[src/design/spa_pkg.sv]
package spa_pkg;

    // Defaults for the top-level parameters
    localparam int MAX_TERMS_DEF = 32;
    localparam int EXP_BITS_DEF  = 16;

    // Fixed field widths
    localparam int KIND_W  = 2;
    localparam int COEFF_W = 32;
    localparam int SUM_W   = 33;
    localparam int EXP_W   = 16;

    // Item kinds
    localparam logic [KIND_W-1:0] KIND_LOAD_FIRST  = 2'd0;
    localparam logic [KIND_W-1:0] KIND_LOAD_SECOND = 2'd1;
    localparam logic [KIND_W-1:0] KIND_RUN         = 2'd2;

    // Sequencer states
    typedef enum logic [2:0] {
        ST_IDLE  = 3'b001,
        ST_MERGE = 3'b010,
        ST_EMIT  = 3'b100
    } state_t;

    // Which head terms the merge step consumes
    typedef struct packed {
        logic take_first;
        logic take_second;
    } pick_t;

endpackage

[src/design/sparse_polynomial_add_unit.sv]
// Channel   Direction  Handshake          Beat contents
// s_        in         s_valid / s_ready  s_kind, s_coeff_in, s_exponent_in
// m_        out        m_valid / m_ready  m_sum_coeff, m_sum_exponent,
//                                         m_last_term, m_dropped_terms
//
// A load beat writes its term to its store at the edge that accepts it. A run
// beat with both stores empty leaves the block idle. A run beat takes a merge
// step, then an output hold, for each result term, and the hold lasts while
// the sink stalls m_ready; the registered read of each term store sets that
// pace. s_ready is low for the whole run.
// Reset (aresetn low, synchronous) empties both stores and clears the flag.
module sparse_polynomial_add_unit #(
    parameter int MAX_TERMS = spa_pkg::MAX_TERMS_DEF,
    parameter int EXP_BITS  = spa_pkg::EXP_BITS_DEF
) (
    input  logic                               aclk,
    input  logic                               aresetn,
    input  logic                               s_valid,
    output logic                               s_ready,
    input  logic [spa_pkg::KIND_W-1:0]         s_kind,
    input  logic signed [spa_pkg::COEFF_W-1:0] s_coeff_in,
    input  logic [spa_pkg::EXP_W-1:0]          s_exponent_in,
    output logic                               m_valid,
    input  logic                               m_ready,
    output logic signed [spa_pkg::SUM_W-1:0]   m_sum_coeff,
    output logic [spa_pkg::EXP_W-1:0]          m_sum_exponent,
    output logic                               m_last_term,
    output logic                               m_dropped_terms
);

    // Stored exponent width: the port carries 16 bits, EXP_BITS may keep fewer
    localparam int EW = (EXP_BITS < spa_pkg::EXP_W) ? EXP_BITS : spa_pkg::EXP_W;
    // Store address width and count width (count reaches MAX_TERMS itself)
    localparam int AW = (MAX_TERMS > 1) ? $clog2(MAX_TERMS) : 1;
    localparam int CW = $clog2(MAX_TERMS + 1);

    spa_pkg::state_t state_reg, state_next;

    logic [CW-1:0] first_cnt_reg, first_cnt_next;
    logic [CW-1:0] second_cnt_reg, second_cnt_next;
    logic [CW-1:0] first_idx_reg, first_idx_next;
    logic [CW-1:0] second_idx_reg, second_idx_next;
    logic          overflow_reg, overflow_next;

    logic signed [spa_pkg::SUM_W-1:0] sum_coeff_reg, sum_coeff_next;
    logic [EW-1:0]                    sum_exp_reg, sum_exp_next;
    logic                             last_reg, last_next;
    logic                             dropped_reg, dropped_next;

    logic first_we;
    logic second_we;

    logic signed [spa_pkg::COEFF_W-1:0] first_rd_coeff;
    logic [EW-1:0]                      first_rd_exp;
    logic signed [spa_pkg::COEFF_W-1:0] second_rd_coeff;
    logic [EW-1:0]                      second_rd_exp;

    logic                             first_head_valid;
    logic                             second_head_valid;
    spa_pkg::pick_t                   pick;
    logic signed [spa_pkg::SUM_W-1:0] merge_coeff;
    logic [EW-1:0]                    merge_exp;
    logic [CW-1:0]                    first_idx_adv;
    logic [CW-1:0]                    second_idx_adv;

    // Term stores; read address follows the next head index so the head
    // term is ready in the cycle after an index change
    spa_term_store #(
        .DEPTH (MAX_TERMS),
        .AW    (AW),
        .EW    (EW)
    ) u_first_store (
        .aclk     (aclk),
        .wr_en    (first_we),
        .wr_addr  (first_cnt_reg[AW-1:0]),
        .wr_coeff (s_coeff_in),
        .wr_exp   (s_exponent_in[EW-1:0]),
        .rd_addr  (first_idx_next[AW-1:0]),
        .rd_coeff (first_rd_coeff),
        .rd_exp   (first_rd_exp)
    );

    spa_term_store #(
        .DEPTH (MAX_TERMS),
        .AW    (AW),
        .EW    (EW)
    ) u_second_store (
        .aclk     (aclk),
        .wr_en    (second_we),
        .wr_addr  (second_cnt_reg[AW-1:0]),
        .wr_coeff (s_coeff_in),
        .wr_exp   (s_exponent_in[EW-1:0]),
        .rd_addr  (second_idx_next[AW-1:0]),
        .rd_coeff (second_rd_coeff),
        .rd_exp   (second_rd_exp)
    );

    assign first_head_valid  = first_idx_reg < first_cnt_reg;
    assign second_head_valid = second_idx_reg < second_cnt_reg;

    // Shared compare and add over the two head terms
    spa_merge_unit #(
        .EW (EW)
    ) u_merge (
        .first_valid  (first_head_valid),
        .first_coeff  (first_rd_coeff),
        .first_exp    (first_rd_exp),
        .second_valid (second_head_valid),
        .second_coeff (second_rd_coeff),
        .second_exp   (second_rd_exp),
        .pick         (pick),
        .sum_coeff    (merge_coeff),
        .sum_exp      (merge_exp)
    );

    assign first_idx_adv  = first_idx_reg + CW'(pick.take_first);
    assign second_idx_adv = second_idx_reg + CW'(pick.take_second);

    always_comb begin
        state_next      = state_reg;
        first_cnt_next  = first_cnt_reg;
        second_cnt_next = second_cnt_reg;
        first_idx_next  = first_idx_reg;
        second_idx_next = second_idx_reg;
        overflow_next   = overflow_reg;
        sum_coeff_next  = sum_coeff_reg;
        sum_exp_next    = sum_exp_reg;
        last_next       = last_reg;
        dropped_next    = dropped_reg;
        first_we        = 1'b0;
        second_we       = 1'b0;

        case (state_reg)
            spa_pkg::ST_IDLE: begin
                if (s_valid) begin
                    case (s_kind)
                        spa_pkg::KIND_LOAD_FIRST: begin
                            // Append, or drop and flag when full
                            if (first_cnt_reg < CW'(MAX_TERMS)) begin
                                first_we       = 1'b1;
                                first_cnt_next = first_cnt_reg + CW'(1);
                            end else begin
                                overflow_next = 1'b1;
                            end
                        end
                        spa_pkg::KIND_LOAD_SECOND: begin
                            if (second_cnt_reg < CW'(MAX_TERMS)) begin
                                second_we       = 1'b1;
                                second_cnt_next = second_cnt_reg + CW'(1);
                            end else begin
                                overflow_next = 1'b1;
                            end
                        end
                        spa_pkg::KIND_RUN: begin
                            // Both stores empty: nothing to emit, flag is clear
                            first_idx_next  = '0;
                            second_idx_next = '0;
                            if ((first_cnt_reg != '0) || (second_cnt_reg != '0)) begin
                                state_next = spa_pkg::ST_MERGE;
                            end
                        end
                        default: begin
                            // Unused kind: ignore the beat
                        end
                    endcase
                end
            end
            spa_pkg::ST_MERGE: begin
                // Capture one merged term and advance the consumed heads
                sum_coeff_next  = merge_coeff;
                sum_exp_next    = merge_exp;
                dropped_next    = overflow_reg;
                last_next       = (first_idx_adv >= first_cnt_reg) &&
                                  (second_idx_adv >= second_cnt_reg);
                first_idx_next  = first_idx_adv;
                second_idx_next = second_idx_adv;
                state_next      = spa_pkg::ST_EMIT;
            end
            spa_pkg::ST_EMIT: begin
                // Hold the term until the sink takes it
                if (m_ready) begin
                    if (last_reg) begin
                        first_cnt_next  = '0;
                        second_cnt_next = '0;
                        overflow_next   = 1'b0;
                        state_next      = spa_pkg::ST_IDLE;
                    end else begin
                        state_next = spa_pkg::ST_MERGE;
                    end
                end
            end
            default: begin
                state_next = spa_pkg::ST_IDLE;
            end
        endcase
    end

    always_ff @(posedge aclk) begin
        if (!aresetn) begin
            state_reg      <= spa_pkg::ST_IDLE;
            first_cnt_reg  <= '0;
            second_cnt_reg <= '0;
            first_idx_reg  <= '0;
            second_idx_reg <= '0;
            overflow_reg   <= 1'b0;
        end else begin
            state_reg      <= state_next;
            first_cnt_reg  <= first_cnt_next;
            second_cnt_reg <= second_cnt_next;
            first_idx_reg  <= first_idx_next;
            second_idx_reg <= second_idx_next;
            overflow_reg   <= overflow_next;
        end
    end

    // Output beat register: payload only, no reset
    always_ff @(posedge aclk) begin
        sum_coeff_reg <= sum_coeff_next;
        sum_exp_reg   <= sum_exp_next;
        last_reg      <= last_next;
        dropped_reg   <= dropped_next;
    end

    assign s_ready         = (state_reg == spa_pkg::ST_IDLE);
    assign m_valid         = (state_reg == spa_pkg::ST_EMIT);
    assign m_sum_coeff     = sum_coeff_reg;
    assign m_sum_exponent  = spa_pkg::EXP_W'(sum_exp_reg);
    assign m_last_term     = last_reg;
    assign m_dropped_terms = dropped_reg;

endmodule

[src/design/spa_term_store.sv]
module spa_term_store #(
    parameter int DEPTH = spa_pkg::MAX_TERMS_DEF,
    parameter int AW    = 5,
    parameter int EW    = 16
) (
    input  logic                             aclk,
    input  logic                             wr_en,
    input  logic [AW-1:0]                    wr_addr,
    input  logic signed [spa_pkg::COEFF_W-1:0] wr_coeff,
    input  logic [EW-1:0]                    wr_exp,
    input  logic [AW-1:0]                    rd_addr,
    output logic signed [spa_pkg::COEFF_W-1:0] rd_coeff,
    output logic [EW-1:0]                    rd_exp
);

    logic [spa_pkg::COEFF_W+EW-1:0] mem [DEPTH];
    logic [spa_pkg::COEFF_W+EW-1:0] rd_data_reg;

    always_ff @(posedge aclk) begin
        if (wr_en) begin
            mem[wr_addr] <= {wr_coeff, wr_exp};
        end
        rd_data_reg <= mem[rd_addr];
    end

    assign rd_coeff = rd_data_reg[spa_pkg::COEFF_W+EW-1:EW];
    assign rd_exp   = rd_data_reg[EW-1:0];

endmodule

[src/design/spa_merge_unit.sv]
module spa_merge_unit #(
    parameter int EW = 16
) (
    input  logic                               first_valid,
    input  logic signed [spa_pkg::COEFF_W-1:0] first_coeff,
    input  logic [EW-1:0]                      first_exp,
    input  logic                               second_valid,
    input  logic signed [spa_pkg::COEFF_W-1:0] second_coeff,
    input  logic [EW-1:0]                      second_exp,
    output spa_pkg::pick_t                     pick,
    output logic signed [spa_pkg::SUM_W-1:0]   sum_coeff,
    output logic [EW-1:0]                      sum_exp
);

    logic signed [spa_pkg::SUM_W-1:0] addend_first;
    logic signed [spa_pkg::SUM_W-1:0] addend_second;

    always_comb begin
        pick = '0;
        if (first_valid && second_valid) begin
            if (first_exp > second_exp) begin
                pick.take_first = 1'b1;
            end else if (first_exp < second_exp) begin
                pick.take_second = 1'b1;
            end else begin
                pick.take_first  = 1'b1;
                pick.take_second = 1'b1;
            end
        end else if (first_valid) begin
            pick.take_first = 1'b1;
        end else begin
            pick.take_second = 1'b1;
        end
    end

    // Sign-extend and gate each head, then one shared adder
    assign addend_first  = pick.take_first  ? spa_pkg::SUM_W'(first_coeff)  : '0;
    assign addend_second = pick.take_second ? spa_pkg::SUM_W'(second_coeff) : '0;
    assign sum_coeff     = addend_first + addend_second;
    assign sum_exp       = pick.take_first ? first_exp : second_exp;

endmodule

[config.mk]
export PLATFORM = sky130hd
export DESIGN_NAME = sparse_polynomial_add_unit
export DESIGN_NICKNAME = d
export VERILOG_FILES = /design/src/design/spa_pkg.sv /design/src/design/sparse_polynomial_add_unit.sv /design/src/design/spa_term_store.sv /design/src/design/spa_merge_unit.sv
export SDC_FILE = /design/constraint.sdc
export NUM_CORES = 2
export LEC_CHECK = 0
export BUFFER_PORTS_ARGS = -buffer_cell sky130_fd_sc_hd__buf_2
export CORE_MARGIN = 4
export CORE_UTILIZATION = 45
export CTS_BUF_LIST = sky130_fd_sc_hd__clkbuf_4
export DETAILED_ROUTE_END_ITERATION = 8
export SETUP_SLACK_MARGIN = 0.05
export SLEW_MARGIN = 20
export SYNTH_ARGS = -nofsm -noshare
export SYNTH_HDL_FRONTEND = slang
export SYNTH_HIERARCHICAL = 1
export SYNTH_SLANG_ARGS = --single-unit
[constraint.sdc]
create_clock -name aclk -period 6.1 [get_ports aclk]
set_input_delay 0.305 -clock aclk [delete_from_list [all_inputs] [get_ports aclk]]
set_output_delay 0.305 -clock aclk [all_outputs]
set_load 0.005 [all_outputs]
==> metrics.md <==
| Metric | Value |
|---|---|
| DRT Wirelength | `380000 um` |
| Initial Util | `~45%` |
| CTS sink cnt | `3247` |
| Largest net degree at the start of global routing | `100` |
| CTS max path bufs | `4` |
| Unrepaired setup endpoints after global routing | `no` |
| Peak supply drop | `181 uV` |
| Distinct cell type count after synthesis | `80` |
| Status | `completed` |
| Clock root buffer | `clkbuf_4` |
| Worst setup margin | `0.483 ns` |
| Gr ovfl total | `0` |
| Final Max Slew Viols | `0` |
| Boundary Pins | `107` |
| Top flop regs | `u_first_store/mem x1536, u_second_store/mem x1536` |
| Syn Std Cell Area | `~130000 um2` |
| Synth warn | `6` |
| CTS tree | `done` |
| 1st-iter DRT viols | `8162` |
| Register clock-pin slew on the reported worst setup and hold paths | `about 0.060 ns` |
| DP Cell Count | `11.2k` |
| Setup TNS | `0 ns` |
| First-pass GRT wire length | `534000 um` |
| Worst-Margin Slew | `1.22 ns` |
| Number of I/O port buffers | `around 110` |
| Syn_nets | `7560` |
| Max Clock Skew | `0.161 ns` |
| Crit path arrival time | `6.96 ns` |
| Worst Setup End Kind | `flip-flop` |
| Dpl hpwl | `207000 um` |
| Vias in the first global route | `73.7k` |
| Worst Path Required | `7.44 ns` |
| Final Cycle Share | `between 90 and 100%` |
| Place WS | `around 0.5 ns` |
| CP cell instances | `inv_1, ha_1, nand4_1, nor2_1, a21boi_1, o21a_4, buf_4, a21boi_0, ha_1, fa_1, a21o_1, a221o_1, a21oi_1, o21ai_1, o2bb2ai_4, nor4_1, a311o_1` |
| Core Area | `283000 um2` |
| Worst path slowest cell | `dfxtp_1` |
| GRT Util Overall | `between 20% and 30%` |
| FF+latch count, synth | `3247` |
| Final setup viols | `0` |
| Min-Delay Path Class | `in2reg` |
| Crit path launch | `u_second_store/rd_data_reg[15]$_DFF_P_` |
| Routed WL per cell | `29.7 um` |
| Cts hold-fix bufs | `117` |
| Pwr Density | `~300 nW/um2` |
| Post-DRT Antenna Nets | `0` |
| Worst-Skew Late Latency | `1.65 ns` |
| H-tree Lvls | `6` |
| DRT Pass-1 Iters | `5` |
| Mapped Cells | `7427` |
| GRT met1 Usage | `roughly 35%` |
| Chip Width | `541 um` |
| Lkg Pwr | `between 40 and 50 nW` |
| Tmin final | `5.62 ns` |
| Slew HR | `18.6%` |
| Final Hold Viols | `0` |
| FF-to-FF End | `m_sum_coeff[28]$_DFFE_PP_` |
| Sequential fraction of design power | `55.8%` |
| Critical Path Sink | `m_sum_coeff[28]$_DFFE_PP_` |
| Crit path top cell by count | `ha_1` |
| Slowest Stage Delay on Critical Path | `0.60 ns` |
| Busiest grt layer | `met2` |
| Register area share after synthesis | `between 70% and 80%` |
| Critical path class | `reg2reg` |
| Maximum capacitance violations | `0` |
| Die Ht | `541 um` |
| Worst R2R Setup Slack | `roughly 0.48 ns` |
| CP startpoint kind | `flip-flop` |
| Global placer's final weighted congestion | `0.891` |
| Post-CTS sizing | `0` |
| Power Internal | `0.0345 W` |
| HP Start | `s_kind[1]` |
| Avg Vias per Cell | `roughly 6` |
| Clock network power share | `between 40% and 50%` |
| Sw frac | `21.6%` |
| Clock buffer count from CTS | `818` |
| Avg Cell Area, Syn | `17.2 um2` |
| Row cnt | `195` |
| FF-to-FF path depth | `17` |
| Number of synthesized flops with an enable pin | `approximately 3.1k` |
| Filler cell count | `about 23k` |
| Final cell count without fillers | `12.8k` |
| Met2 Use GR | `between 40% and 50%` |
| Nets | `approximately 8.5k` |
| Post-CTS setup buffers | `0` |
| Vias | `74.5k` |
| FFs w/ async S/R, synth | `0%` |
| Antenna violations before repair | `24` |
| Share of post-route cells with drive strength above 1 | `20.7%` |
| Sw power | `0.00948 W` |
| DRC | `0` |
| Area added between synthesis and finish | `14.8%` |
| Crit-path max FO | `44` |
| Die Footprint | `293000 um2` |
| GR Util met3 | `between 4 and 5%` |
| Top_reg_cell synth | `edfxtp_1` |
| Logic pwr share | `2.0%` |
| Reg-to-reg startpoint | `u_second_store/rd_data_reg[15]$_DFF_P_` |
| Fmax | `0.178 GHz` |
==> per-stage QoR <==
stage	utilization (%)	hold slack [ns]	total power [W]	cell area [um2]
3_3_place_gp	47.6	0.433	0.0258	134000
5_1_grt	52.0	0.0928	0.0457	147000
2_1_floorplan	-	0.404	0.0252	128000
4_1_cts	51.9	0.00209	0.0444	147000
3_5_place_dp	47.6	0.438	0.0258	135000
6_report	52.0	0.192	0.0440	147000
==> power groups by stage <==
stage	logic (W)	registers, W	clock network (W)
6_report	0.000880	0.0245	0.0186
3_5_place_dp	0.000772	0.0250	0
3_3_place_gp	0.000746	0.0250	0
5_1_grt	0.000945	0.0245	0.0203
4_1_cts	0.000873	0.0245	0.0190
2_1_floorplan	0.000262	0.0250	0
==> cells in the final DEF, fill, tap and decap left out, types with 14 or more instances in the layout <==
master | Yosys | final
a21oi_1 | 348 | 348
a31oi_1 | 107 | 107
nand3_1 | 305 | 305
o21ai_0 | 21 | 21
buf_12 | 0 | 111
and2_1 | 39 | 37
diode_2 | 0 | 14
xnor2_1 | 31 | 31
a22oi_1 | 289 | 289
nor3_1 | 104 | 104
a22o_1 | 194 | 192
clkinv_1 | 0 | 134
edfxtp_1 | 3123 | 3123
nor2_4 | 0 | 66
a21boi_0 | 31 | 31
inv_6 | 0 | 17
dlygate4sd3_1 | 0 | 116
buf_4 | 78 | 197
clkinv_2 | 0 | 21
clkinv_4 | 0 | 19
buf_2 | 85 | 94
nor2_1 | 98 | 32
a21o_1 | 16 | 16
inv_1 | 47 | 46
nand2_1 | 333 | 331
clkbuf_4 | 1 | 1279
ha_1 | 78 | 78
mux2i_1 | 1541 | 1541
dfxtp_1 | 124 | 124
==> synthesized netlist by cell type, drive strengths merged (4+ instances only) <==
cell type	n	area (um2)
edfxtp	3123	93800
mux2i	1541	15400
a21oi	350	1760
nand2	333	1250
nand3	305	1530
a22oi	290	2180
buf	266	2080
a22o	194	1700
clkbuf	141	533
dfxtp	124	2480
a31oi	107	669
nor3	104	521
nor2	98	368
ha	78	976
inv	48	180
and2	39	244
a21boi	34	255
xnor2	31	272
o21ai	28	140
nand2b	17	106
a21o	16	120
mux2	16	180
nand3b	11	82.6
nand4	11	68.8
o21bai	9	67.6
nor2b	8	50.1
or3b	8	70.1
xor2	8	70.1
o211ai	7	52.6
o21a	7	52.6
a211oi	6	50.1
or3	6	37.5
and3	5	36.3
a221o	4	40.0
nor4	4	25.0
==> cells by family (layout without fill, tap and decap cells) <==
logic type      after synthesis  after routing  synth area share [%]
simple gates                965            965                  3.54
compound gates             1085           1085                  5.79
mux                        1557           1557                  12.2
fa+ha+maj                    79             79                 0.778
xor+xnor                     39             39                 0.267
flops                      3247           3247                  75.2
other cells                   0             14                     0
buf+inv                     455           2056                  2.18
==> critical path, delay by kind of cell (launching register included) <==
kind | cells | cell delay [ns]
AO/OA/AOI/OAI | 9 | 2.53
adder cells (fa/ha/maj) | 3 | 1.04
AND/OR/NAND/NOR | 3 | 0.78
flip-flops | 1 | 0.60
buffers and inverters | 2 | 0.49
==> layout make-up <==
cell class	count	area [um2]	share of cell area, %
Sequential cell	3247	96300	65.6
Multi-Input combinational cell	3725	29500	20.1
Clock buffer	1279	9600	6.54
Timing Repair Buffer	521	5420	3.69
Tap cell	3743	4680	3.19
Clock inverter	208	1180	0.801
Inverter	48	181	0.124
Antenna cell	14	35.0	0.0239
==> worst min-delay path by stage <==
stage | end | cells after the start
floorplan | u_first_store/mem[0][0]$_DFFE_PP_ | 0
global placement | m_dropped_terms$_DFFE_PP_ | 0
detailed placement | m_dropped_terms$_DFFE_PP_ | 0
CTS | second_cnt_reg[2]$_SDFFE_PN0P_ | 6
global route | first_idx_reg[3]$_SDFF_PN0_ | 5
finish | second_cnt_reg[2]$_SDFFE_PN0P_ | 6
==> metal layers <==
metal,share of wire (%),wire [um]
met1,42,159000
met2,47,178000
met3,8.2,31000
met4,2.9,11200
met5,0.044,168
Note: power is estimated with default switching activity, not from simulation.
